<file path="config.mk">
export PLATFORM = sky130hd
export DESIGN_NAME = rsa_ring_mem
export DESIGN_NICKNAME = d
export VERILOG_FILES = /design/src/rtl/rsa_ring_mem.sv
export SDC_FILE = /design/constraint.sdc
export NUM_CORES = 2
export LEC_CHECK = 0
export BUFFER_PORTS_ARGS = -buffer_cell sky130_fd_sc_hd__buf_2
export CAP_MARGIN = 40
export CORE_ASPECT_RATIO = 0.6
export CORE_MARGIN = 2
export CORE_UTILIZATION = 35
export CTS_CLUSTER_SIZE = 24
export DETAILED_ROUTE_END_ITERATION = 12
export GPL_TIMING_DRIVEN = 0
export PLACE_DENSITY_LB_ADDON = 0.2
export SYNTH_ARGS = -nofsm -noshare
export SYNTH_HDL_FRONTEND = slang
export SYNTH_SLANG_ARGS = --single-unit
</file>
<file path="constraint.sdc">
create_clock -name clock -period 2.57 [get_ports clock]
set_input_delay 0.257 -clock clock [delete_from_list [all_inputs] [get_ports clock]]
set_output_delay 0.257 -clock clock [all_outputs]
set_load 0.01 [all_outputs]
</file>
<file path="src/rtl/rsa_ring_mem.sv">
// Free-index ring storage; entries not yet written read as their own address.
module rsa_ring_mem #(
   parameter int SLOTS = 256
) (
   input  logic                       clock,
   input  logic                       reset,
   input  logic                       wr_en,
   input  logic [$clog2(SLOTS+1)-1:0] wr_addr,
   input  logic [$clog2(SLOTS)-1:0]   wr_data,
   input  logic                       rd_en,
   input  logic [$clog2(SLOTS+1)-1:0] rd_addr,
   output logic [$clog2(SLOTS)-1:0]   rd_data
);

   localparam int PW = $clog2(SLOTS + 1);
   localparam int EW = $clog2(SLOTS);

   logic [EW-1:0] entry_ff [SLOTS+1];
   logic [EW-1:0] mem_q_ff;
   logic [EW-1:0] init_q_ff;
   logic          use_init_ff;
   // Writes walk the ring in order, so entries below the mark have been written.
   logic [PW-1:0] mark_ff;

   always_ff @(posedge clock) begin
      if (wr_en) begin
         entry_ff[wr_addr] <= wr_data;
      end
      if (rd_en) begin
         mem_q_ff    <= entry_ff[rd_addr];
         init_q_ff   <= EW'(rd_addr);
         use_init_ff <= (rd_addr >= mark_ff) && (32'(rd_addr) < SLOTS);
      end
   end

   always_ff @(posedge clock) begin
      if (reset) begin
         mark_ff <= '0;
      end else if (wr_en && (wr_addr == mark_ff) && (32'(mark_ff) < SLOTS)) begin
         mark_ff <= mark_ff + 1'b1;
      end
   end

   assign rd_data = use_init_ff ? init_q_ff : mem_q_ff;

endmodule

</file>
==> impl_metrics.csv <==
group,metric,value,unit
status,status,"complete, but fails checks",
status,violations_in_the_final_reports,"setup timing",
grt,grt.total_usage,0.2201,
layout,post_route_cells_drive_above_1_share,0.3133,
critical_path,cp-end-kind,"flip-flop",
critical_path,worstSetupStartpointType,"input pin",
place,pre_cts_slack,-2.374,ns
worst_hold_path,timing.hold.worst.class,"in2reg",
critical_path,worstPathCellList,"buf_2, buf_6, buf_4, buf_4, mux2i_1, buf_4, a221oi_2, buf_4, a311oi_4, nand3_2, and3_4",
logic_synthesis,post_synth_and_or_nand_nor_area_fraction,0.02413,
logic_synthesis,yosys_warnings,0,
sta,fmax,336.9,MHz
layout,fillers,20040,
job,cap_viol_max_count,0,
layout,leading_cell_types_in_the_layout_fill_and_taps_excluded,"edfxtp_1, mux4_2, nor2_1",
pwr,cellPowerDensity,738.4,mW/mm^2
floorplanning,design.die.area,0.2349,mm^2
critical_path,crit_path_max_incr_delay,0.60,ns
critical_path,critical-path-top-cell-by-count,"buf_4",
drt,dr.first_iter.drc_count,7185,
critical_path,crit_path_top_delay_cell,"a311oi_4",
pwr,irDropWorstVdd,549.6,uV
place,port_buffers,32,
logic_synthesis,synth_largest_type_area_fraction,0.7702,
sta,final-hold-violation-count,0,
sta,max_slew_margin,0.2456,
layout,num-nets-final,4231,
critical_path,worstPathMaxFanout,10,
place,hpwl,180600,um
logic_synthesis,post_synth_inst_count,3757,
logic_synthesis,synth_top_area_cell,"edfxtp_1",
floorplanning,boundaryPins,38,
critical_path,worst_ep_arrival_time,3.57,ns
floorplanning,core,0.2292,mm^2
grt,grt_max_degree,146,
grt,global_route.overflow_total,0,
sta,final.setup.worst_slack,-0.3979,ns
layout,area_delta_synth_final,17.13,%
drt,via_per_inst,5.792,
layout,final_area,0.09467,mm^2
place,place_area,0.08686,mm^2
place,gp_congestion,0.9406,
layout,layout.cells.most_common,"edfxtp_1",
floorplanning,die_width,624.4,um
logic_synthesis,synth_enable_flop_cells,2073,
logic_synthesis,primary_flip_flop_cell_chosen_by_synthesis_mapping,"edfxtp_1",
logic_synthesis,post_synth_mux_area_share,0.1645,
floorplanning,num_rows,136,
sta,number_of_endpoints_failing_setup_at_the_final_stage,184,
drt,ant_nets,0,
logic_synthesis,synth_top_family_by_area,"multiplexers",
logic_synthesis,cell_area_after_synthesis,0.08082,mm^2
logic_synthesis,synth_seq_area_share,0.7724,
critical_path,critical_path_class,"in2reg",
clock_tree,cts_htree_levels,4,
critical_path,critPathRequiredTime,3.17,ns
sta,setup_repair_after_global_routing_missed_its_margin,"yes",
sta,timing.final.max_slew_violations,0,
logic_synthesis,synth_compound_area_frac,0.02091,
grt,global_route_wire_length_before_repair,353000,um
clock_tree,ctsLongestPathBuffers,4,
sta,skew,0.04257,ns
clock_tree,root_buffer,"clkbuf_16",
clock_tree,tritoncts,"yes",
clock_tree,clk_pin_slew,0.06,ns
pwr,leakage_dissipation,29.17,nW
grt,first_global_vias,40890,
clock_tree,numCtsBuffers,190,
logic_synthesis,synth.net_count,3797,
drt,drc,0,
logic_synthesis,synthAdderAreaFrac,0.001548,
critical_path,critical_path.n_buffers_inverters,6,
critical_path,r2r_slack,-0.37,ns
logic_synthesis,async_reset_ff_frac,0,
floorplanning,initial_core_util,0.3526,
logic_synthesis,synth_area_per_cell,21.51,um^2
sta,layout_min_cycle_time,2.968,ns
logic_synthesis,netlist_top_cells_area,"edfxtp_1, mux4_2, mux2i_1, nor2_1, o21ai_0",
sta,timing_worst_slew_pin_value,1.132,ns
clock_tree,clk_latency,0.84,ns
grt,initial_antenna_violation_count,15,
drt,post_drt_wl_per_cell,35.44,um
logic_synthesis,yosysUniqueCellTypes,48,
drt,drt_pre_antenna_iters,8,
floorplanning,die_height,376.2,um
critical_path,critical_path.top_delay_family,"buffers and inverters",
logic_synthesis,synthXorXnorAreaFrac,0.001626,
sta,hold_ws,0.06011,ns
drt,vias,42690,
drt,routed_wl,261200,um
clock_tree,cts_num_sinks,2082,
sta,period_utilization,1.155,
logic_synthesis,postSynthRegisterBits,2082,
## what timing repair did
item / CTS / global route
setup buffers: 5 / 0
endpoints found under the hold margin: 360 / 4
hold buffers: 21 / 1
gates resized for setup: 340 / 94
gates cloned: 1 / 0
pin swaps: 11 / 5
setup endpoints to repair: 185 / 382
## flip-flops by register name, indices dropped and copies added, names as in the netlist
| register | flops |
|---|---|
| entry_ff | 2056 |
| mark_ff | 9 |
| init_q_ff | 8 |
| mem_q_ff | 8 |
| use_init_ff | 1 |
## cells in the mapped netlist, drive strengths merged (11+ instances only)
cell,n
edfxtp,2073
mux4,514
nor2,303
mux2i,139
buf,131
o21ai,105
clkbuf,92
nand2,87
a21oi,39
a221oi,32
mux2,29
nand3,29
o22ai,23
o221ai,19
xnor2,15
nand2b,11
## metrics by stage
step / power (mW) / TNS (ns) / util / instances
floorplan: 39.91 / 0 / - / 3757
global placement: 42.16 / -6764.52 / 0.3700 / 6825
detailed placement: 42.24 / -955.46 / 0.3790 / 7005
CTS: 70.07 / -1.899 / 0.4114 / 7363
global route: 71.64 / -6.990 / 0.4130 / 7368
finish: 69.90 / -11.90 / 0.4130 / 7371
## report_power, final
| part | switching, mW | internal (mW) |
|---|---|---|
| combinational | 3.07 | 1.53 |
| sequential | 0.0131 | 37.4 |
| clock | 12.8 | 15.1 |
## routing by layer
layer  wire (um)  GRT usage
met3       36440    0.08513
met5          77          0
met2       97870     0.2721
met4        6687    0.05007
met1      120100     0.3537
## cell type report
cell class / count / area, um^2 / share of cell area
buffer: 221 / 1749 / 0.01848
multi-input combinational: 1442 / 18290 / 0.1932
clock buffer: 229 / 4943 / 0.05222
sequential: 2082 / 62430 / 0.6595
inverter: 10 / 42.54 / 0.0004494
clock inverter: 104 / 879.6 / 0.009291
antenna: 3 / 7.507 / 0.00007930
tap: 3036 / 3799 / 0.04013
timing repair buffer: 244 / 2525 / 0.02667
## worst paths after layout
path,from,cells past startpoint,endpoint
max,rd_addr[4],11,mem_q_ff[0]
min,wr_addr[2],6,mark_ff[0]
max reg2reg,entry_ff[171][0],8,mem_q_ff[0]
min reg2reg,mark_ff[8],2,mark_ff[8]
## logic make-up after synthesis
family,after synthesis
buffers and inverters,233
AOI/OAI and AO/OA,263
DFF,2082
adders and majority gates,10
xor gates and xnor gates,15
and+or+nand+nor,472
muxes,682
## worst reg2reg max path, cell delays in order (launching register included)
cell      delay, ns
edfxtp_1       0.35
mux4_2         0.52
mux2_4         0.30
o221ai_2       0.17
a221oi_2       0.09
buf_4          0.25
a311oi_4       0.61
nand3_2        0.19
and3_4         0.20
Note: power is estimated with default switching activity, not from simulation.
