**src/rtl/rsa_pkg.sv**
```systemverilog
// Shared types and codes for the refcounted slot allocator.
package rsa_pkg;

   localparam int CMD_W    = 3;
   localparam int IDX_W    = 8;
   localparam int STATUS_W = 3;
   localparam int COUNT_W  = 9;

   typedef logic [CMD_W-1:0]    cmd_type;
   typedef logic [STATUS_W-1:0] status_type;

   localparam cmd_type CMD_ALLOC_ITEM = 3'd0;
   localparam cmd_type CMD_FREE_ITEM  = 3'd1;
   localparam cmd_type CMD_ALLOC_DATA = 3'd2;
   localparam cmd_type CMD_FREE_DATA  = 3'd3;
   localparam cmd_type CMD_ADD_LINK   = 3'd4;

   localparam status_type ST_OK     = 3'd0;
   localparam status_type ST_EMPTY  = 3'd1;
   localparam status_type ST_LINKED = 3'd2;
   localparam status_type ST_FULL   = 3'd3;
   localparam status_type ST_SAT    = 3'd4;

   // Operations of the shared increment/decrement unit.
   typedef enum logic [1:0] {
      ALU_INC_WRAP,
      ALU_INC,
      ALU_DEC_FLOOR
   } alu_op_type;

endpackage

```
**src/rtl/rsa_alu.sv**
```systemverilog
// Shared increment/decrement unit for pointers, free counts and link counts.
module rsa_alu import rsa_pkg::*; #(
   parameter int WIDTH = 16
) (
   input  alu_op_type       op,
   input  logic [WIDTH-1:0] a,
   input  logic [WIDTH-1:0] lim,
   output logic [WIDTH-1:0] res,
   output logic             at_lim,
   output logic             res_zero
);

   logic [WIDTH:0] sum;

   assign sum    = {1'b0, a} + 1'b1;
   assign at_lim = (a == lim);

   always_comb begin
      case (op)
         ALU_INC_WRAP: res = (sum >= {1'b0, lim}) ? '0 : sum[WIDTH-1:0];
         ALU_INC:      res = sum[WIDTH-1:0];
         ALU_DEC_FLOOR: res = (a == '0) ? '0 : a - 1'b1;
         default:      res = a;
      endcase
   end

   assign res_zero = (res == '0);

endmodule

```
**config.mk**
```make
export PLATFORM = sky130hd
export DESIGN_NAME = rsa_alu
export DESIGN_NICKNAME = d
export VERILOG_FILES = /design/src/rtl/rsa_pkg.sv /design/src/rtl/rsa_alu.sv
export SDC_FILE = /design/constraint.sdc
export NUM_CORES = 1
export LEC_CHECK = 0
export ABC_AREA = 1
export BUFFER_PORTS_ARGS = -buffer_cell sky130_fd_sc_hd__buf_2
export CORE_MARGIN = 2
export CORE_UTILIZATION = 58
export DETAILED_ROUTE_END_ITERATION = 8
export PLACE_DENSITY = 0.91
export SETUP_SLACK_MARGIN = 0.4
export SYNTH_ARGS = -nofsm -noshare
export SYNTH_HDL_FRONTEND = slang
export SYNTH_SLANG_ARGS = --single-unit
```
**constraint.sdc**
```tcl
create_clock -name vclk -period 5.1
set_input_delay 1.275 -clock vclk [all_inputs]
set_output_delay 1.275 -clock vclk [all_outputs]
set_load 0.01 [all_outputs]
```
==> run_results.csv, run 1 <==
group,metric,value,unit
timing,worstEndpointType,"output port",
synthesis,synth_area_leaders,"nand2_1 24%, nor2_1 13%, inv_1 12%, ha_1 9.9%, xor2_1 7.3%",
placement,pre_cts_ws,-185,ps
clock_network,postCtsHoldBufs,0,
status,lastStage,"5_1_grt",
synthesis,postSynthAreaPerCell,5.05,um^2
placement,place_inst,594,
die,pin_count,52,
synthesis,yosysUniqueCellTypes,36,
placement,gp_congestion,1.03,
placement,dp_hpwl,7310,um
synthesis,synthTopCellsByCount,"144 x nand2_1, 76 x nor2_1, 75 x inv_1",
die,rows,22,
global_routing,grt_max_degree,20,
die,start_util,61.3,%
synthesis,synth_top_area_share,23.7,%
placement,io_buffers,52,
synthesis,syn_nets,503,
status,firstError,"[ERROR DPL-0038] Utilization greater than 100%, impossible to legalize",
timing,postGrtWorstEndpoint,"res_zero",
die,die_y,66.7,um
placement,place_area,2970,um^2
synthesis,yosysMostFrequentCell,"nand2_1",
die,die_w,66.7,um
status,status,"did not finish",
synthesis,syn-cell-area,2280,um^2
synthesis,synthCells,451,
synthesis,ys_seq_area_share,0,%
synthesis,yosys_warnings,0,
synthesis,synth_area_leader_cell,"nand2_1",
-- logic make-up after synthesis --
| logic type | share of synthesized area [%] |
|---|---|
| and+or+nand+nor | 57.2 |
| buffers and inverters | 16.7 |
| AOI/OAI and AO/OA | 8.45 |
| xor gates and xnor gates | 7.68 |
| adders and majority gates | 9.88 |
-- per-stage QoR --
step	hold WS [ps]	TNS (ps)
after floorplan	2690	0
after global placement	2930	-137
after detailed placement	2940	-185
after CTS	2950	0
-- timing repair --
item                       4_1_cts
setup endpoints to repair       17
pin swaps                       43
gates cloned                     0
resized for setup               60
buffers inserted                26
==> run 2, diff against run 1 <==
--- a/config.mk
+++ b/config.mk
@@ -8,10 +8,9 @@
 export ABC_AREA = 1
 export BUFFER_PORTS_ARGS = -buffer_cell sky130_fd_sc_hd__buf_2
 export CORE_MARGIN = 2
-export CORE_UTILIZATION = 58
+export CORE_UTILIZATION = 40
 export DETAILED_ROUTE_END_ITERATION = 8
-export PLACE_DENSITY = 0.91
-export SETUP_SLACK_MARGIN = 0.4
+export PLACE_DENSITY_LB_ADDON = 0.15
 export SYNTH_ARGS = -nofsm -noshare
 export SYNTH_HDL_FRONTEND = slang
 export SYNTH_SLANG_ARGS = --single-unit
==> run_results.csv, run 2 <==
group,metric,value,unit
status,status,"finished, violations left",
status,violations,"negative setup slack",
clock_network,postCtsHoldBufs,0,
placement,place_area,3050,um^2
layout,final_nets,649,
pwr,leakage,2.04,nW
layout,instances_no_fill,667,
timing,layout_setup_ws,-237,ps
die,start_util,41.4,%
global_routing,antenna_found_initial,0,
timing,fin_crit_sh,105,%
drt,wl_per_cell,15.0,um
critical_path,crit_path_end_kind,"output pin",
die,die_w,79.5,um
critical_path,cp.arrival,4060,ps
drt,drc,0,
worst_hold_path,holdPathEnd,"at_lim",
synthesis,synth_area_leaders,"nand2_1 24%, nor2_1 13%, inv_1 12%, ha_1 9.9%, xor2_1 7.3%",
timing,post-route-min-period,5340,ps
global_routing,grt_max_degree,20,
timing,rsz0062_at_grt,"yes",
worst_hold_path,min_from,"lim[1]",
die,die_y,79.5,um
layout,final_cell_mix,"116 x nand2_1, 97 x buf_4, 63 x inv_1",
synthesis,syn_nets,503,
timing,hold_viol_final,0,
placement,gp_congestion,0.956,
placement,dp_hpwl,7240,um
placement,place_inst,631,
synthesis,yosys_warnings,0,
timing,drv_slew,0,
die,dieArea,6320,um^2
layout,multiInputGateArea,2250,um^2
worst_hold_path,hold_path_class,"input pin to output pin",
synthesis,yosysUniqueCellTypes,36,
layout,final_common_cell,"nand2_1",
layout,antenna_cells,0,
layout,nClkBuffers,0,
timing,whs,2950,ps
die,pin_count,52,
critical_path,path_class,"input pin to output pin",
layout,area_growth,64.7,%
timing,setup_viol,5,
drt,vias_per_cell,5.29,
synthesis,synthTopCellsByCount,"144 x nand2_1, 76 x nor2_1, 75 x inv_1",
drt,vias,3531,
global_routing,grt_overflow_total,0,
die,rows,27,
global_routing,grt_pass1_wl,14800,um
worst_hold_path,min_path_cells,5,
synthesis,yosysMostFrequentCell,"nand2_1",
pwr,vdd_drop_max,0.0000481,V
layout,register_area,0,um^2
synthesis,synthCells,451,
layout,seq_cells,0,
timing,worst_pin_slew,568,ps
drt,drt_pass1_iterations,5,
critical_path,cp_max_fo,5,
pwr,p_per_area,93.0,nW/um^2
critical_path,cp-start-kind,"input pin",
run,maxCapViolCount,0,
timing,max_slew_margin,61.9,%
drt,routed_wl,10000,um
timing,max_freq,0.187,GHz
drt,ant_nets,0,
layout,fillers,468,
global_routing,grt_pass1_vias,3159,
die,coreArea,5510,um^2
placement,io_buffers,52,
layout,fin_area,3750,um^2
synthesis,ys_seq_area_share,0,%
drt,first_iter_violations,288,
layout,drive_gt1_share,42.9,%
critical_path,critical_path_required,3830,ps
synthesis,syn-cell-area,2280,um^2
synthesis,synth_area_leader_cell,"nand2_1",
timing,setup_tns,-318,ps
synthesis,postSynthAreaPerCell,5.05,um^2
global_routing,globalRouteTotalUtil,29.4,%
synthesis,synth_top_area_share,23.7,%
==> run 2: cells by family (layout without fill, tap and decap cells) <==
kind of cell,after synthesis,after routing,share of synthesized area [%]
compound gates,32,32,8.45
fa+ha+maj,18,18,9.88
simple gates,291,291,57.2
buf+inv,90,234,16.7
xor+xnor,20,20,7.68
==> run 2: report_power, final <==
group          switching (mW)  internal (mW)
logic                   0.192          0.157
clock network               0              0
registers                   0              0
==> run 2: worst max-delay path, cell delays in order <==
cell,delay [ps]
buf_8,80
ha_4,140
nand2_4,50
nor2_4,190
buf_6,130
nand2_2,70
xor2_2,200
inv_2,80
ha_4,270
nand2_1,90
a21oi_1,230
nor2_2,90
nand3_2,80
nand2_1,70
nand2_2,90
nand2_4,80
nand2_4,120
nand2_1,70
nand2_1,100
nand3_2,100
nor2_2,130
nand2_1,70
nor2_2,110
buf_2,140
==> run 2: how the worst max path moves through the flow <==
| stage | cells past startpoint | startpoint | to |
|---|---|---|---|
| after floorplan | 21 | a[0] | res_zero |
| after global placement | 23 | a[0] | res_zero |
| after detailed placement | 25 | a[0] | res_zero |
| after CTS | 25 | a[1] | res_zero |
| after global routing | 25 | a[1] | res_zero |
| final | 24 | a[1] | res_zero |
==> run 2: final cells by class <==
class	count	share of cell area, %
Tap cell	72	2.40
Multi-Input combinational cell	361	59.9
Inverter	79	7.97
Timing Repair Buffer	155	29.7
==> run 2: repair_timing <==
item | 4_1_cts | 5_1_grt
endpoints found under the setup margin | 7 | 17
setup buffers | 25 | 12
gates resized for setup | 46 | 67
pin swaps | 31 | 33
==> run 2: metrics by stage <==
step	setup slack, ps	total power [mW]	util (%)
finish	-237	0.349	68.2
global route	-380	0.379	68.2
CTS	-37.5	0.300	62.2
detailed placement	-238	0.264	55.4
global placement	-205	0.263	55.4
floorplan	291	0.149	-
==> run 2: layer usage <==
layer / global-route usage (%) / share of wire, % / vias up
li1: - / - / 1693
met3: 3.28 / 7.9 / 44
met1: 35.9 / 40 / 1590
met2: 53.1 / 47 / 204
met4: 9.66 / 4.7 / 0
met5: 0 / 0 / -
(Power assumes the default switching activity.)
==> run 3, diff against run 2 <==
--- a/config.mk
+++ b/config.mk
@@ -6,7 +6,7 @@
 export NUM_CORES = 1
 export LEC_CHECK = 0
 export ABC_AREA = 1
-export BUFFER_PORTS_ARGS = -buffer_cell sky130_fd_sc_hd__buf_2
+export BUFFER_PORTS_ARGS = -buffer_cell sky130_fd_sc_hd__buf_4
 export CORE_MARGIN = 2
 export CORE_UTILIZATION = 40
 export DETAILED_ROUTE_END_ITERATION = 8
==> run_results.csv, run 3 (synthesis gave the netlist of run 2 again) <==
group,metric,value,unit
status,status,"finished, violations left",
status,violations,"negative setup slack",
global_routing,globalRouteTotalUtil,30.6,%
global_routing,antenna_found_initial,0,
critical_path,crit_path_end_kind,"output pin",
drt,drc,0,
global_routing,grt_pass1_wl,15400,um
layout,fillers,514,
drt,drt_pass1_iterations,5,
layout,seq_cells,0,
layout,multiInputGateArea,2230,um^2
die,start_util,41.4,%
critical_path,path_class,"input pin to output pin",
die,coreArea,5510,um^2
layout,final_common_cell,"buf_4",
timing,fin_crit_sh,102,%
timing,drv_slew,0,
run,maxCapViolCount,0,
pwr,leakage,1.98,nW
timing,rsz0062_at_grt,"yes",
die,dieArea,6320,um^2
die,die_w,79.5,um
layout,instances_no_fill,647,
timing,max_freq,0.192,GHz
timing,max_slew_margin,63.9,%
placement,gp_congestion,0.968,
placement,place_inst,620,
drt,vias,3374,
pwr,p_per_area,93.2,nW/um^2
timing,layout_setup_ws,-111,ps
layout,final_nets,629,
layout,final_cell_mix,"125 x buf_4, 122 x nand2_1, 66 x nor2_1",
critical_path,cp_max_fo,6,
drt,ant_nets,0,
die,die_y,79.5,um
worst_hold_path,hold_path_class,"input pin to output pin",
die,pin_count,52,
layout,drive_gt1_share,39.3,%
timing,setup_viol,1,
placement,dp_hpwl,7340,um
pwr,vdd_drop_max,0.0000558,V
timing,worst_pin_slew,538,ps
critical_path,cp-start-kind,"input pin",
clock_network,postCtsHoldBufs,0,
critical_path,cp.arrival,3940,ps
layout,area_growth,62.0,%
timing,hold_viol_final,0,
drt,routed_wl,9500,um
layout,nClkBuffers,0,
global_routing,grt_overflow_total,0,
global_routing,grt_pass1_vias,3280,
drt,vias_per_cell,5.21,
drt,wl_per_cell,14.7,um
pwr,fin_total_pwr,0.344,mW
layout,antenna_cells,0,
layout,register_area,0,um^2
timing,post-route-min-period,5210,ps
timing,whs,2940,ps
die,rows,27,
drt,first_iter_violations,281,
global_routing,grt_max_degree,20,
critical_path,critical_path_required,3830,ps
placement,io_buffers,52,
## run 3: cell types whose count changed in the layout (fill, tap and decap cells not counted), moves of 2 or more
cell and delta:
buf_12 +2, buf_2 -43, buf_4 +28, buf_6 -5
nand2_1 +6, nand2_2 -6, nor2_1 +4, nor2_2 -2
nor2_4 -2, o21ai_1 -2
## run 3: timing repair
action | 4_1_cts | 5_1_grt
setup buffers | 21 | 8
endpoints found under the setup margin | 13 | 17
resized for setup | 45 | 50
pin swaps | 25 | 33
## run 3: cell type report
cell class / instances / area share, %
multi-input combinational: 361 / 60.5
timing repair buffer: 135 / 29.0
inverter: 79 / 8.03
tap: 72 / 2.44
## run 3: per-layer routing
metal	part of all wire [%]	up-vias	global-route usage, %	routed length, um
met2	50	149	55.9	4730
met4	3.8	0	11.4	360
li1	-	1657	-	-
met5	0	-	0	0
met3	5.9	31	1.58	559
met1	41	1537	37.4	3850
## run 3: through the flow
stage / util [%] / setup WS, ps / instance area [um^2] / TNS, ps
after floorplan: - / 291 / 2280 / 0
after detailed placement: 56.4 / -246 / 3110 / -1130
after CTS: 63.2 / 0.919 / 3480 / 0
final: 67.1 / -111 / 3690 / -111
after global placement: 56.4 / -245 / 3110 / -901
after global routing: 67.1 / -276 / 3690 / -772
## run 3: power by group
part | total (mW) | switching, mW | leakage [nW] | internal (mW)
registers | 0 | 0 | 0 | 0
clock network | 0 | 0 | 0 | 0
logic | 0.344 | 0.185 | 1.98 | 0.159
## run 3: path summary, 6_finish.rpt
| path | cells past startpoint | slack, ps | end | startpoint |
|---|---|---|---|---|
| worst max-delay path | 27 | -110 | res_zero | a[0] |
| worst min-delay path | 5 | 2940 | at_lim | lim[1] |
## run 3: worst max-delay path, stage by stage
cell and delay [ps]:
buf_12 80, ha_4 140, nand2_4 50, nor2_4 200, inv_1 80, nor2_2 140
nand3_1 80, nand2_1 80, nand2_2 60, buf_4 140, buf_4 120, buf_4 120
buf_4 120, buf_4 120, buf_4 120, buf_4 120, buf_4 130, buf_4 120
nor2_2 90, a21oi_2 40, nand3_1 90, nor2_1 50, nand2_1 60, inv_1 50
nand2_2 80, nor2_1 40, buf_4 130
==> run 4, diff against run 3 <==
--- a/config.mk
+++ b/config.mk
@@ -10,7 +10,8 @@
 export CORE_MARGIN = 2
 export CORE_UTILIZATION = 40
 export DETAILED_ROUTE_END_ITERATION = 8
-export PLACE_DENSITY_LB_ADDON = 0.15
+export MAX_ROUTING_LAYER = met4
+export PLACE_DENSITY = 0.72
 export SYNTH_ARGS = -nofsm -noshare
 export SYNTH_HDL_FRONTEND = slang
 export SYNTH_SLANG_ARGS = --single-unit
==> run_results.csv, run 4 (synthesis gave the netlist of run 2 again) <==
group,metric,value,unit
status,status,"finished, violations left",
status,violations,"negative setup slack",
placement,io_buffers,52,
pwr,vdd_drop_max,0.0000548,V
placement,place_area,3100,um^2
critical_path,crit_path_end_kind,"output pin",
layout,fillers,496,
timing,setup_tns,-201,ps
layout,final_cell_mix,"129 x buf_4, 123 x nand2_1, 67 x inv_1",
layout,fin_util,68.4,%
critical_path,cp-startpoint,"a[0]",
die,start_util,41.4,%
timing,fin_crit_sh,102,%
drt,routed_wl,10000,um
layout,area_growth,65.3,%
die,pin_count,52,
critical_path,cp-start-kind,"input pin",
run,maxCapViolCount,0,
timing,hold_viol_final,0,
drt,vias_per_cell,5.17,
timing,drv_slew,0,
critical_path,cp.arrival,3930,ps
global_routing,grt_pass1_vias,3053,
drt,wl_met2,4790,um
critical_path,cp_max_fo,7,
drt,first_iter_violations,372,
timing,max_freq,0.192,GHz
drt,routedLengthMet1,4170,um
critical_path,critical_path_required,3830,ps
layout,drive_gt1_share,38.8,%
global_routing,grt_overflow_total,0,
drt,met3_length,807,um
die,coreArea,5510,um^2
layout,final_nets,642,
layout,fin_area,3770,um^2
timing,worst_pin_slew,572,ps
worst_hold_path,hold_path_class,"input pin to output pin",
die,die_w,79.5,um
placement,gp_congestion,1.03,
die,rows,27,
pwr,leakage,2.05,nW
drt,ant_nets,0,
timing,layout_setup_ws,-100,ps
timing,rsz0062_at_grt,"yes",
die,dieArea,6320,um^2
drt,highest_layer,"met4",
layout,register_area,0,um^2
global_routing,grt_pass1_wl,15200,um
worst_hold_path,min_from,"lim[1]",
timing,whs,2940,ps
timing,setup_viol,4,
layout,seq_cells,0,
timing,max_slew_margin,61.7,%
drt,vias,3412,
drt,wl_per_cell,15.2,um
critical_path,path_class,"input pin to output pin",
placement,dp_hpwl,7710,um
global_routing,globalRouteTotalUtil,31.4,%
global_routing,antenna_found_initial,0,
drt,drc,0,
pwr,p_per_area,95.4,nW/um^2
timing,post-route-min-period,5200,ps
clock_network,postCtsHoldBufs,0,
layout,antenna_cells,0,
die,die_y,79.5,um
drt,drt_pass1_iterations,5,
layout,final_common_cell,"buf_4",
layout,nClkBuffers,0,
global_routing,grt_max_degree,20,
-- run 4: layer usage --
metal | track usage, % | vias to the layer above
met5 | - | -
met3 | 2.60 | 25
met1 | 41.9 | 1536
met4 | 6.03 | 0
li1 | - | 1681
met2 | 52.2 | 170
-- run 4: cell type report --
class	instances	area [um^2]	area share, %
inverters	79	302	8.00
multi-input cells	361	2190	58.0
well taps	72	90.1	2.39
repair buffers	148	1190	31.6
-- run 4: final timing paths --
| check | end | slack [ps] | depth (start not counted) |
|---|---|---|---|
| setup / recovery | res_zero | -100 | 26 |
| hold / removal | at_lim | 2940 | 5 |
-- run 4: timing repair --
| item | 4_1_cts | 5_1_grt |
|---|---|---|
| gates resized for setup | 27 | 66 |
| gates cloned | 0 | 0 |
| pin swaps | 26 | 32 |
| buffers inserted | 32 | 9 |
| setup endpoints to repair | 14 | 17 |
-- run 4: worst max-delay path: stages --
cell and delay, ps:
buf_8 80, ha_4 150, nand2_4 50, nor2_4 200, buf_6 150, inv_4 30, nor2_4 110, nor2_2 50
a21oi_2 150, ha_1 270, nand2_2 80, nor2_1 40, nand2_1 80, nor2_2 50, nor2_1 100, nand3_1 120
nor2_4 240, buf_6 140, nand4_1 60, nand2_1 90, nand2_2 70, nand2_1 60, nor2_1 40, nand2_1 50
nor2_1 40, buf_4 130
-- run 4: power by group --
| part | switching (mW) | internal [mW] | leakage, nW |
|---|---|---|---|
| registers | 0 | 0 | 0 |
| clock network | 0 | 0 | 0 |
| logic | 0.189 | 0.171 | 2.05 |
| total | 0.189 | 0.171 | 2.05 |
-- run 4: stage by stage --
stage / cells / total power [mW] / setup WS (ps)
floorplan: 451 / 0.149 / 291
global placement: 620 / 0.276 / -189
detailed placement: 620 / 0.279 / -297
CTS: 652 / 0.312 / -101
global route: 660 / 0.389 / -282
finish: 660 / 0.359 / -100
